## src/design/qdd_pkg.sv

```systemverilog
`timescale 1ns / 1ps

package qdd_pkg;

  // Configuration register indexes
  localparam logic [1:0] CFG_ACTIVE_HIGH      = 2'd0;
  localparam logic [1:0] CFG_STEPS_PER_DETENT = 2'd1;

  localparam logic [2:0] STEPS_RESET = 3'd2;

  // Hard ceiling of the 6-bit pending count
  localparam int unsigned HW_MAX_PENDING = 31;

  // Quarter step per {previous_ab, current_ab}
  localparam logic signed [1:0] QUARTER_TABLE [16] = '{
     2'sd0, -2'sd1,  2'sd1,  2'sd0,
     2'sd1,  2'sd0,  2'sd0, -2'sd1,
    -2'sd1,  2'sd0,  2'sd0,  2'sd1,
     2'sd0,  2'sd1, -2'sd1,  2'sd0
  };

  typedef struct packed {
    logic       active_high;
    logic [2:0] steps_per_detent;
  } cfg_t;

  typedef struct packed {
    logic [1:0]        previous_ab;
    logic signed [3:0] quarter_sum;
    logic signed [5:0] pending_count;
  } state_t;

  typedef struct packed {
    logic pin_a;
    logic pin_b;
    logic take;
  } sample_t;

  typedef struct packed {
    logic signed [5:0] taken_detents;
    logic signed [5:0] pending_detents;
  } result_t;

endpackage

```

## src/design/qdd_cfg.sv

```systemverilog
`timescale 1ns / 1ps

module qdd_cfg import qdd_pkg::*; (
  input  logic       clk_i,
  input  logic       rst_ni,
  input  logic       cfg_valid_i,
  output logic       cfg_ready_o,
  input  logic [1:0] cfg_index_i,
  input  logic [2:0] cfg_data_i,
  output cfg_t       cfg_o
);

  cfg_t cfg_q, cfg_d;

  assign cfg_ready_o = 1'b1;

  always_comb begin
    cfg_d = cfg_q;
    if (cfg_valid_i) begin
      case (cfg_index_i)
        CFG_ACTIVE_HIGH:      cfg_d.active_high      = cfg_data_i[0];
        CFG_STEPS_PER_DETENT: cfg_d.steps_per_detent = cfg_data_i;
        default:              cfg_d = cfg_q;  // unmapped index, dropped
      endcase
    end
  end

  always_ff @(posedge clk_i or negedge rst_ni) begin
    if (!rst_ni) begin
      cfg_q.active_high      <= 1'b0;
      cfg_q.steps_per_detent <= STEPS_RESET;
    end else begin
      cfg_q <= cfg_d;
    end
  end

  assign cfg_o = cfg_q;

endmodule

```

## src/design/qdd_step.sv

```systemverilog
`timescale 1ns / 1ps

module qdd_step import qdd_pkg::*; #(
  parameter int unsigned PENDING_LIMIT = 16
) (
  input  cfg_t    cfg_i,
  input  sample_t sample_i,
  input  state_t  state_i,
  output state_t  state_o,
  output result_t result_o
);

  localparam int unsigned LIM =
    (PENDING_LIMIT > HW_MAX_PENDING) ? HW_MAX_PENDING : PENDING_LIMIT;
  localparam logic signed [5:0] LIM_POS = 6'(LIM);
  localparam logic signed [5:0] LIM_NEG = -6'sd1 * 6'(LIM);

  logic              a, b;
  logic [1:0]        ab;
  logic signed [1:0] q;
  logic signed [4:0] sum_ext;
  logic signed [4:0] spd_pos, spd_neg;
  logic signed [5:0] pending;

  always_comb begin
    a       = (sample_i.pin_a == cfg_i.active_high);
    b       = (sample_i.pin_b == cfg_i.active_high);
    ab      = {a, b};
    q       = QUARTER_TABLE[{state_i.previous_ab, ab}];
    sum_ext = 5'(state_i.quarter_sum) + 5'(q);
    spd_pos = $signed({2'b00, cfg_i.steps_per_detent});
    spd_neg = -spd_pos;

    state_o.previous_ab = ab;
    state_o.quarter_sum = state_i.quarter_sum;
    pending             = state_i.pending_count;

    if (q != 2'sd0) begin
      if (sum_ext >= spd_pos) begin
        if (pending < LIM_POS) pending = pending + 6'sd1;
        state_o.quarter_sum = 4'sd0;
      end else if (sum_ext <= spd_neg) begin
        if (pending > LIM_NEG) pending = pending - 6'sd1;
        state_o.quarter_sum = 4'sd0;
      end else begin
        state_o.quarter_sum = sum_ext[3:0];
      end
    end

    // take drains after the step
    if (sample_i.take) begin
      result_o.taken_detents = pending;
      pending                = 6'sd0;
    end else begin
      result_o.taken_detents = 6'sd0;
    end

    state_o.pending_count    = pending;
    result_o.pending_detents = pending;
  end

endmodule

```

## src/design/quadrature_detent_decoder.sv

```systemverilog
`timescale 1ns / 1ps

// Channel   Dir  Handshake                        Payload
// s_axis    in   s_axis_tvalid_i/s_axis_tready_o  tdata[2:0] pin_a, pin_b, take
// m_axis    out  m_axis_tvalid_o/m_axis_tready_i  tdata[11:0] taken, pending
// cfg       in   cfg_valid_i/cfg_ready_o          cfg_index_i, cfg_data_i
//
// Two register stages: an input register and a result register, with the
// table lookup, quarter-sum add/compare and pending update in between.
// One beat per cycle sustained while m_axis is ready; a beat passes the input
// register, then the result register. Stalls on m_axis back up through the
// input register, which still takes a beat whenever it drains that same cycle.
// Reset (rst_ni low, async) clears both valid flags, the decoder state and
// the config (active low pins, two quarter steps per detent).

module quadrature_detent_decoder import qdd_pkg::*; #(
  parameter int unsigned PENDING_LIMIT = 16
) (
  input  logic        clk_i,
  input  logic        rst_ni,

  input  logic        s_axis_tvalid_i,
  output logic        s_axis_tready_o,
  input  logic [7:0]  s_axis_tdata_i,   // [0] pin_a, [1] pin_b, [2] take, [7:3] zero

  output logic        m_axis_tvalid_o,
  input  logic        m_axis_tready_i,
  output logic [15:0] m_axis_tdata_o,   // [5:0] taken_detents, [11:6] pending_detents

  input  logic        cfg_valid_i,
  output logic        cfg_ready_o,
  input  logic [1:0]  cfg_index_i,      // 0 active_high, 1 steps_per_detent
  input  logic [2:0]  cfg_data_i
);

  cfg_t    cfg;
  sample_t in_q;
  logic    in_valid_q;
  state_t  state_q, state_d;
  result_t res_d, res_q;
  logic    out_valid_q;
  logic    advance;

  qdd_cfg u_cfg (
    .clk_i       (clk_i),
    .rst_ni      (rst_ni),
    .cfg_valid_i (cfg_valid_i),
    .cfg_ready_o (cfg_ready_o),
    .cfg_index_i (cfg_index_i),
    .cfg_data_i  (cfg_data_i),
    .cfg_o       (cfg)
  );

  qdd_step #(
    .PENDING_LIMIT (PENDING_LIMIT)
  ) u_step (
    .cfg_i    (cfg),
    .sample_i (in_q),
    .state_i  (state_q),
    .state_o  (state_d),
    .result_o (res_d)
  );

  // The registered sample moves on when the result slot is free or draining
  assign advance         = in_valid_q && (!out_valid_q || m_axis_tready_i);
  assign s_axis_tready_o = !in_valid_q || advance;

  always_ff @(posedge clk_i or negedge rst_ni) begin
    if (!rst_ni) begin
      in_valid_q  <= 1'b0;
      out_valid_q <= 1'b0;
      state_q     <= '0;
    end else begin
      if (s_axis_tready_o) in_valid_q <= s_axis_tvalid_i;
      if (advance) begin
        state_q     <= state_d;
        out_valid_q <= 1'b1;
      end else if (m_axis_tready_i) begin
        out_valid_q <= 1'b0;
      end
    end
  end

  // Payload registers, no reset
  always_ff @(posedge clk_i) begin
    if (s_axis_tready_o && s_axis_tvalid_i) begin
      in_q.pin_a <= s_axis_tdata_i[0];
      in_q.pin_b <= s_axis_tdata_i[1];
      in_q.take  <= s_axis_tdata_i[2];
    end
    if (advance) res_q <= res_d;
  end

  assign m_axis_tvalid_o = out_valid_q;
  assign m_axis_tdata_o  = {4'b0000, res_q.pending_detents, res_q.taken_detents};

endmodule
```

## config.mk

```make
export PLATFORM = sky130hd
export DESIGN_NAME = quadrature_detent_decoder
export DESIGN_NICKNAME = d
export VERILOG_FILES = /design/src/design/qdd_pkg.sv /design/src/design/qdd_cfg.sv /design/src/design/qdd_step.sv /design/src/design/quadrature_detent_decoder.sv
export SDC_FILE = /design/constraint.sdc
export NUM_CORES = 1
export LEC_CHECK = 0
export BUFFER_PORTS_ARGS = -buffer_cell sky130_fd_sc_hd__buf_2
export CORE_MARGIN = 8
export CORE_UTILIZATION = 40
export CTS_BUF_LIST = sky130_fd_sc_hd__clkbuf_4 sky130_fd_sc_hd__clkbuf_8 sky130_fd_sc_hd__clkbuf_16
export DETAILED_ROUTE_END_ITERATION = 10
export SYNTH_ARGS = -nofsm -noshare
export SYNTH_HDL_FRONTEND = slang
export SYNTH_SLANG_ARGS = --single-unit
```

## constraint.sdc

```tcl
create_clock -name clk_i -period 6.6 [get_ports clk_i]
set_input_delay 1.32 -clock clk_i [delete_from_list [all_inputs] [get_ports clk_i]]
set_output_delay 1.32 -clock clk_i [all_outputs]
set_load 0.02 [all_outputs]
```

# After elaboration in Yosys (flattened, before gate mapping)
# Memory sizes are Yosys's and may differ from the RTL's.
# Cells that the tools add are included.
# word_totals
reg_bits,33
rom_bits,32
input_bits,18
word_cells,50
memories,1
# memory_table
name,words,word_bits,rd,rd_ports_with_merged_regs,wr,line_no,source
(name not given),16,2,1,0,0,qdd_step.sv:29,"q = QUARTER_TABLE[{state_i.previous_ab, ab}];"
# classes
add_sub_neg,4
n_lt_le_gt_ge,5
eq_ne,3
mux,12
bitwise_logic,1
n_reduce_logical,12
# ops
op,n
two-way mux 6 bit,6
two-way mux 4 bit,2
adder 6 x 2 -> 6 bit (second input constant),1
> comparator 6 x 5 -> 1 bit (second input constant),1
less-than comparator 6 bit (second input constant),1
AND reduction 2 bit,3
subtractor 6 x 2 -> 6 bit (second input constant),1
adder 4 x 2 -> 5 bit,1
>= comparator 5 x 4 -> 1 bit,1
>= comparator 5 bit (second input constant),1
<= comparator 5 bit,1
negator 3 -> 5 bit,1
NOT 4 -> 5 bit,1
two-way mux 2 bit,2
nonzero test 2 bit,2
equality test 1 bit,2
equality test 2 x 1 -> 1 bit (second input constant),1
logical AND 1 bit,2
logical NOT 1 bit,2
logical NOT 2 bit,1
logical OR 1 bit,2
two-way mux 1 bit,2

# Logic depth before layout (Yosys ltp)
# Gate-level depths: netlist of the first run.
# depth
depth_word,11
ltp_mapped,15
ltp_nobuf,15

# Hierarchy
# From an unflattened synthesis of the first run, not the netlist that was laid out.
# hier_totals
hier_cells,217
area_unflattened_um2,2446.1
# modules_own_cells
mod,instances,cells_each,area_per_inst_um2,seq_area_each_um2
qdd_step,1,151,1164.9,0.0
quadrature_detent_decoder,1,54,1079.8,800.8
qdd_cfg,1,12,201.4,101.3

# Worst setup path after synthesis of the first run
# No wires, ideal clock.
# synth_path
path_type,reg2reg
start,"register u_cfg.cfg_q, in the netlist u_cfg.cfg_o[3]"
end,"register res_q, in the netlist m_axis_tdata_o[10] (data pin)"
arrival_time_ns,4.119
required_time_ns,6.335
slack_ns,2.216
stages_incl_launch_ff,16
period_less_slack_ns,4.384
path_cell_list,dfrtp_1 xor2_1 inv_1 ha_1 mux4_2 ha_1 and3_1 or3_1 and2_1 ha_1 a21oi_1 a21oi_1 maj3_2 o311a_1 a311oi_1 nor2_1
# synth_rtl
element,line_no,source
start: declaration,qdd_cfg.sv:13,"cfg_t cfg_q, cfg_d;"
start signal: assignment,qdd_cfg.sv:33,cfg_q <= cfg_d;
end signal: assignment,quadrature_detent_decoder.sv:91,if (advance) res_q <= res_d;
end: declaration,quadrature_detent_decoder.sv:40,"result_t res_d, res_q;"

==> impl_summary.log, run 1 <==
INFO  metric count_of_clock_tree_sinks = 33
INFO  metric dpl_cell_area = 0.002427 sq mm
INFO  metric share_of_yosys_cell_area_claimed_by_the_top_area_cell_type = 0.1996
INFO  metric global_route.overflow_total = 0
INFO  metric fp.coreArea = 0.005473 sq mm
INFO  metric period_share = 0.7161
INFO  metric detail_route.iter0.violations = 90
INFO  metric synth-simple-area-share = 0.1558
INFO  metric routed-wl-met3 = 233 um
INFO  metric finalCoreUtilization = 0.4593
INFO  metric crit_family = adder cells
INFO  metric power_density = 520.3 mW/mm^2
INFO  metric worst_path_most_repeated_cell = ha_1
INFO  metric synth_top_cells_by_area = edfxtp_1 (20%), dfrtp_1 (19%), ha_1 (11%), inv_1 (3.0%), mux2_2 (3.0%)
INFO  metric power.share.clock = 0.115
INFO  metric slew_viol_final = 0
INFO  metric critical_path_class = reg2reg
INFO  metric ctsLongestPathBuffers = 2
INFO  metric most_frequent_cells_in_the_layout = buf_2 (26), ha_1 (19), inv_1 (18), dfrtp_1 (17), nand2_1 (16)
INFO  metric worstPathBufferInverterCount = 1
INFO  metric synth_top_family_by_area = compound AO/OA/AOI/OAI gates
INFO  metric unrepaired_setup_endpoints_after_global_routing = no
INFO  metric required = 6.62 ns
INFO  metric ys_ff_latch = 33
INFO  metric grt_pass1_wl = 7452 um
INFO  metric worst_margin_slew = 0.6256 ns
INFO  metric die_w = 91.12 um
INFO  metric setup-tns-final = 0 ns
INFO  metric clkSlewWorstSetupHoldPaths = 0.07 ns
INFO  metric timing.critical_path.slowest_cell_delay = 0.56 ns
INFO  metric pre_cts_slack = 1.867 ns
INFO  metric synthesis.area = 0.002257 sq mm
INFO  metric gr-usage-all-layers = 0.1081
INFO  metric cts_tree = done
INFO  metric setup_slack = 1.874 ns
INFO  metric worstSetupEndpointType = flop
INFO  metric placementRows = 27
INFO  metric setup-violations-final = 0
INFO  metric port_buffers = 26
INFO  metric cp_max_delay_cell = mux4_2
INFO  metric path_max_fanout = 6
INFO  metric grt_antenna_before_repair = 0
INFO  metric cts-resized-gates = 0
INFO  metric final-hold-violation-count = 0
INFO  metric via_count_of_the_first_global_routing_pass = 1630
INFO  metric synth_cell_types = 65
INFO  metric dp.final_hpwl = 3232 um
INFO  metric wl_met1 = 1993 um
INFO  metric max_cap_viol_count = 0
INFO  metric finalInstanceArea = 0.002514 sq mm
INFO  metric async_reset_ff_frac = 0.5455
INFO  metric die_area = 0.008303 sq mm
INFO  metric largest_area_contributor_in_the_netlist = edfxtp_1
INFO  metric detailedRoute.firstPassIterationCount = 4
INFO  metric cts-root-buf = clkbuf_8
INFO  metric synthesis.area_per_instance = 10.26 sq um
INFO  metric switching_share = 0.4698
INFO  metric data_arrival_time_at_the_worst_slack_endpoint = 4.74 ns
INFO  metric post-cts-setup-buffer-count = 0
INFO  metric io_count = 37
INFO  metric gpl.final_weighted_congestion = 0.8135
INFO  metric post-route-drc-count = 0
INFO  metric slew_headroom = 0.5825
INFO  metric fp.dieH = 91.12 um
INFO  metric avgRoutedWirePerCell = 13.49 um
INFO  metric postSynth.topFlopCell = dfrtp_1
INFO  metric cts_inserted_buffers = 5
INFO  metric clock_latency = 0.29 ns
INFO  metric yosysWarningCount = 0
INFO  metric finalWorstPathRequiredPeriod = 4.726 ns
INFO  metric fmax = 211.6 MHz
INFO  metric crit_path_cell_trace = xor2_1 -> inv_1 -> ha_1 -> mux4_2 -> ha_1 -> and3_1 -> or3_1 -> and2_1 -> ha_1 -> a21oi_1 -> a21oi_1 -> maj3_2 -> o311a_1 -> a311oi_1 -> nor2_1
INFO  metric pwr-share-comb = 0.628
INFO  metric layout.nets = 283
INFO  metric fraction_of_final_layout_cells_with_drive_strength_greater_than_1 = 0.2480
INFO  metric cell_internal_pwr = 693.4 uW
INFO  metric cts_htree_levels = 2
INFO  metric max-vdd-ir-drop = 0.2400 mV
INFO  metric grt_max_degree = 20
INFO  metric cts_hold_buf = 0
INFO  metric p_switching = 614.5 uW
INFO  metric post_synth_xor_area_fraction = 0.02661
INFO  metric highest-signal-layer = met4
INFO  metric insertedDiodeCount = 0
INFO  metric detail_route.wirelength = 4290 um
INFO  metric final_antenna_net_count = 0
INFO  metric vias = 1660
INFO  metric cp-start-kind = flop
INFO  metric min_path_type = reg2reg
INFO  metric leakagePower = 1.130 nW
INFO  metric synthToLayoutAreaGrowth = 11.36%
INFO  metric fin_skew = 0.005759 ns
INFO  metric outcome = completed
INFO  metric avgViaCountPerCell = 5.220
INFO  metric syn-instance-count = 220
INFO  metric start_util = 0.4124
INFO  metric number_of_enable_type_register_cells_in_the_synthesized_netlist = 15
INFO  metric layout.cells.most_common = buf_2
INFO  metric reg_power_frac = 0.258
INFO  metric routed_wl_met2 = 1984 um
INFO  metric synth_fa_ha_area_frac = 0.1192
INFO  metric synth-compound-area-share = 0.1685
INFO  metric fraction_of_synthesized_area_in_multiplexers = 0.06652
INFO  metric ys_seq_area_frac = 0.3997
==> worst reg2reg max path: cells and delay by family, from the launching register on <==
kind	cells	cell delay, ns
buf+inv	1	0.11
simple gates	4	0.84
flops	1	0.41
compound gates	4	0.95
mux	1	0.56
fa+ha+maj	4	1.30
xor+xnor	1	0.28
==> final timing paths <==
check,startpoint,end,slack [ns],cells past startpoint
worst max-delay path,u_cfg.cfg_o[3],m_axis_tdata_o[10],1.87,15
min in group asynchronous,rst_ni,u_cfg.cfg_o[2],0.97,1
worst min-delay path,in_valid_q,m_axis_tvalid_o,0.49,1
worst max register to register,u_cfg.cfg_o[3],m_axis_tdata_o[10],1.87,15
max in group asynchronous,rst_ni,u_cfg.cfg_o[1],5.30,1
worst min register to register,in_valid_q,m_axis_tvalid_o,0.49,1
==> power groups by stage <==
stage / Sequential [mW] / Combinational (mW) / Clock, mW
2_1_floorplan: 0.346 / 0.648 / 0
3_3_place_gp: 0.339 / 0.812 / 0
3_5_place_dp: 0.340 / 0.820 / 0
4_1_cts: 0.337 / 0.825 / 0.157
5_1_grt: 0.348 / 0.919 / 0.166
6_report: 0.337 / 0.821 / 0.150
==> layout make-up <==
| type | count | area (sq um) |
|---|---|---|
| Clock buffer | 6 | 76.32 |
| Clock inverter | 2 | 10.01 |
| Fill cell | 548 | 2959 |
| Inverter | 20 | 75.07 |
| Multi-Input combinational cell | 159 | 1230 |
| Sequential cell | 33 | 902.1 |
| Tap cell | 72 | 90.09 |
| Timing Repair Buffer | 26 | 130.1 |
==> cell usage after synthesis, types with 2 or more instances <==
cell / number
a21oi_1: 6
conb_1: 2
a221oi_1: 3
and3_1: 3
mux2i_1: 6
o21a_1: 2
dfrtp_1: 17
edfxtp_1: 15
buf_4: 5
nand3_1: 3
a32o_2: 2
nor2_1: 12
nor3_1: 8
mux2_2: 6
ha_1: 19
a211o_1: 2
nand2_1: 16
a21oi_2: 2
nand2b_1: 6
or2_2: 3
xnor2_1: 3
xor2_1: 2
inv_2: 2
nand3b_1: 2
clkbuf_1: 4
a22o_1: 3
inv_1: 18
and2_1: 2
o21ai_0: 8
nor2b_1: 3
==> registers in the layout (all words and copies together), names as in the netlist <==
signal / flops
m_axis_tdata_o: 12
in_q: 3
u_cfg.cfg_o: 4
m_axis_tvalid_o: 1
state_q: 12
in_valid_q: 1
==> routing by layer <==
layer | vias to the layer above | global-route usage
met5 | - | 0
met3 | 7 | 0.03621
li1 | 843 | -
met4 | 0 | 0.04366
met2 | 41 | 0.1741
met1 | 769 | 0.1297
==> logic make-up after synthesis <==
| group | after synthesis |
|---|---|
| other | 2 |
| xor gates and xnor gates | 6 |
| and+or+nand+nor | 66 |
| AOI/OAI and AO/OA | 48 |
| adders and majority gates | 21 |
| muxes | 13 |
| DFF | 33 |
| buffers and inverters | 31 |
==> through the flow <==
step           cells  total power, mW  hold WS [ns]
2_1_floorplan    223           0.9942        0.4563
3_3_place_gp     310            1.151        0.4649
3_5_place_dp     310            1.160        0.4744
4_1_cts          318            1.319        0.4905
5_1_grt          318            1.433        0.5389
6_report         318            1.308        0.4862
(Power assumes the default switching activity.)
==> run 2, diff against run 1 <==
- clock period: 6.6 -> 4.5 ns (I/O delays scaled with it)
==> impl_summary.log, run 2 (synthesized netlist as in run 1, its figures left out) <==
INFO  metric dp.final_hpwl = 3385 um (+4.7%)
INFO  metric layout.nets = 300 (+6.0%)
INFO  metric cts_hold_buf = 0 (unchanged)
INFO  metric max-vdd-ir-drop = 0.3470 mV (+45%)
INFO  metric reg_power_frac = 0.221 (-0.037)
INFO  metric power.share.clock = 0.098 (-0.017)
INFO  metric finalCoreUtilization = 0.5078 (+0.04847)
INFO  metric final_cell_count_no_fill = 335 (+5.3%)
INFO  metric timing.critical_path.slowest_cell_delay = 0.59 ns (+0.03 ns)
INFO  metric count_of_clock_tree_sinks = 33 (unchanged)
INFO  metric max_cap_viol_count = 0 (unchanged)
INFO  metric min_path_cells = 1 (unchanged)
INFO  metric final-hold-violation-count = 0 (unchanged)
INFO  metric grt_antenna_before_repair = 0 (unchanged)
INFO  metric crit_family = adder cells
INFO  metric data_arrival_time_at_the_worst_slack_endpoint = 4.38 ns (-0.36 ns)
INFO  metric detail_route.wirelength = 4694 um (+9.4%)
INFO  metric fp.dieH = 91.12 um (unchanged)
INFO  metric setup-tns-final = 0 ns (unchanged)
INFO  metric crit_cells = 16 (+1)
INFO  metric cell_internal_pwr = 1.242 mW (+79%)
INFO  metric clock_latency = 0.29 ns (about the same)
INFO  metric via_count_of_the_first_global_routing_pass = 1621 (-0.55%)
INFO  metric setup-violations-final = 0 (unchanged)
INFO  metric post-route-drc-count = 0 (unchanged)
INFO  metric avgViaCountPerCell = 5.233 (+0.24%)
INFO  metric required = 4.52 ns (-2.10 ns)
INFO  metric global_route.overflow_total = 0 (unchanged)
INFO  metric die_area = 0.008303 sq mm (unchanged)
INFO  metric clkSlewWorstSetupHoldPaths = 0.07 ns (about the same)
INFO  metric worstSetupEndpointType = flop
INFO  metric gpl.final_weighted_congestion = 0.7820 (-3.9%)
INFO  metric critical_path_class = reg2reg
INFO  metric most_frequent_cells_in_the_layout = buf_2 (26), dfrtp_1 (17), inv_1 (16), nand2_1 (16), buf_4 (16)
INFO  metric pwr-share-comb = 0.681 (+0.053)
INFO  metric finalWorstPathRequiredPeriod = 4.365 ns (-0.3606 ns)
INFO  metric cts_tree = done
INFO  metric worstPathBufferInverterCount = 2 (+1)
INFO  metric unrepaired_setup_endpoints_after_global_routing = yes
INFO  metric avgRoutedWirePerCell = 14.01 um (+3.9%)
INFO  metric layout.cells.most_common = buf_2
INFO  metric path_max_fanout = 6 (unchanged)
INFO  metric cts_htree_levels = 2 (unchanged)
INFO  metric grt_pass1_wl = 7493 um (+0.55%)
INFO  metric fmax = 229.1 MHz (+8.3%)
INFO  metric detail_route.iter0.violations = 188 (+110%)
INFO  metric worst_margin_slew = 0.6333 ns (+0.007645 ns)
INFO  metric vias = 1753 (+5.6%)
INFO  metric insertedDiodeCount = 0 (unchanged)
INFO  metric cp_max_delay_cell = mux4_2
INFO  metric gr-usage-all-layers = 0.1097 (+0.001609)
INFO  metric detailedRoute.firstPassIterationCount = 5 (+1)
INFO  metric io_count = 37 (unchanged)
INFO  metric whs = 0.4873 ns (+0.001118 ns)
INFO  metric final_antenna_net_count = 0 (unchanged)
INFO  metric cp-start-kind = flop
INFO  metric p_switching = 1.027 mW (+67%)
INFO  metric synthToLayoutAreaGrowth = 23.12%
INFO  metric period_share = 0.9701 (+0.2540)
INFO  metric cts-root-buf = clkbuf_8
INFO  metric grt_max_degree = 20 (unchanged)
INFO  metric place.detailed.instances = 320 (+3.2%)
INFO  metric placementRows = 27 (unchanged)
INFO  metric switching_share = 0.4527 (-0.01718)
INFO  metric cts_inserted_buffers = 5 (unchanged)
INFO  metric leakagePower = 1.218 nW (+7.8%)
INFO  metric ctsLongestPathBuffers = 2 (unchanged)
INFO  metric reg2reg_slack = 0.13 ns (-1.74 ns)
INFO  metric min_path_type = reg2reg
INFO  metric fp.coreArea = 0.005473 sq mm (unchanged)
INFO  metric fraction_of_final_layout_cells_with_drive_strength_greater_than_1 = 0.3764 (+0.1285)
INFO  metric die_w = 91.12 um (unchanged)
INFO  metric fin_skew = 0.009370 ns (+0.003611 ns)
INFO  metric outcome = completed
INFO  metric slew_headroom = 0.5774 (-0.005102)
INFO  metric port_buffers = 26 (unchanged)
INFO  metric crit_path_cell_trace = xor2_2 -> buf_4 -> ha_2 -> mux4_2 -> ha_4 -> a21o_1 -> or3_4 -> and2_4 -> ha_4 -> and4_4 -> a21oi_2 -> maj3_2 -> nor3_4 -> buf_4 -> o31a_2 -> a21oi_1
INFO  metric worst_r2r_path_depth = 16 (+1)
INFO  metric slew_viol_final = 0 (unchanged)
INFO  metric power_density = 816.6 mW/mm^2 (+57%)
INFO  metric start_util = 0.4124 (unchanged)
## run 2: worst reg2reg max path, delay by kind of cell, from the launching register on
family,cells,cell delay [ns]
xor+xnor,1,0.20
fa+ha+maj,4,1.09
flops,1,0.43
compound gates,4,0.42
simple gates,4,1.05
buf+inv,2,0.33
mux,1,0.59
## run 2: final timing paths
path,startpoint,end
setup / recovery,u_cfg.cfg_o[3],m_axis_tdata_o[7]
hold / removal,in_valid_q,m_axis_tvalid_o
setup reg to reg,u_cfg.cfg_o[3],m_axis_tdata_o[7]
hold reg to reg,in_valid_q,m_axis_tvalid_o
max in group asynchronous,rst_ni,u_cfg.cfg_o[1]
min in group asynchronous,rst_ni,state_q[3]
## run 2: cell type report
class                   instances  area [sq um]
repair buffers                 43         261.5
well taps                      72         90.09
clock buffers                   6         76.32
inverters                      20         75.07
clock inverters                 2         10.01
fillers                       505          2694
multi-input cells             159          1364
flip-flops and latches         33         902.1
## run 2: what timing repair did
item,in CTS,in global routing
gates resized for setup,0,23
hold endpoints to repair,0,0
buffers inserted,0,8
setup endpoints to repair,0,18
## run 2: stage by stage
| stage | area, sq um | power (mW) | setup WS (ns) |
|---|---|---|---|
| floorplan | 2268 | 1.458 | 0.1157 |
| global placement | 2502 | 1.781 | 0.04567 |
| detailed placement | 2502 | 1.799 | 0.03089 |
| CTS | 2589 | 2.030 | 0.005157 |
| global route | 2779 | 2.447 | -0.009999 |
| finish | 2779 | 2.269 | 0.1346 |
## run 2: power by group through the flow
stage                     Combinational, mW  Clock, mW  Sequential (mW)
after floorplan                       0.951          0            0.507
after global placement                 1.28          0            0.498
after detailed placement               1.30          0            0.502
after CTS                              1.31      0.229            0.496
after global routing                   1.69      0.244            0.516
final                                  1.55      0.221            0.502
## run 2: metal layers
layer  up-vias  global-route usage  wire length, um
li1        874                   -                -
met1       821              0.1353             2102
met2        49              0.1644             2235
met3         9             0.04033              240
met4         0             0.05593              115
met5         -                   0                0
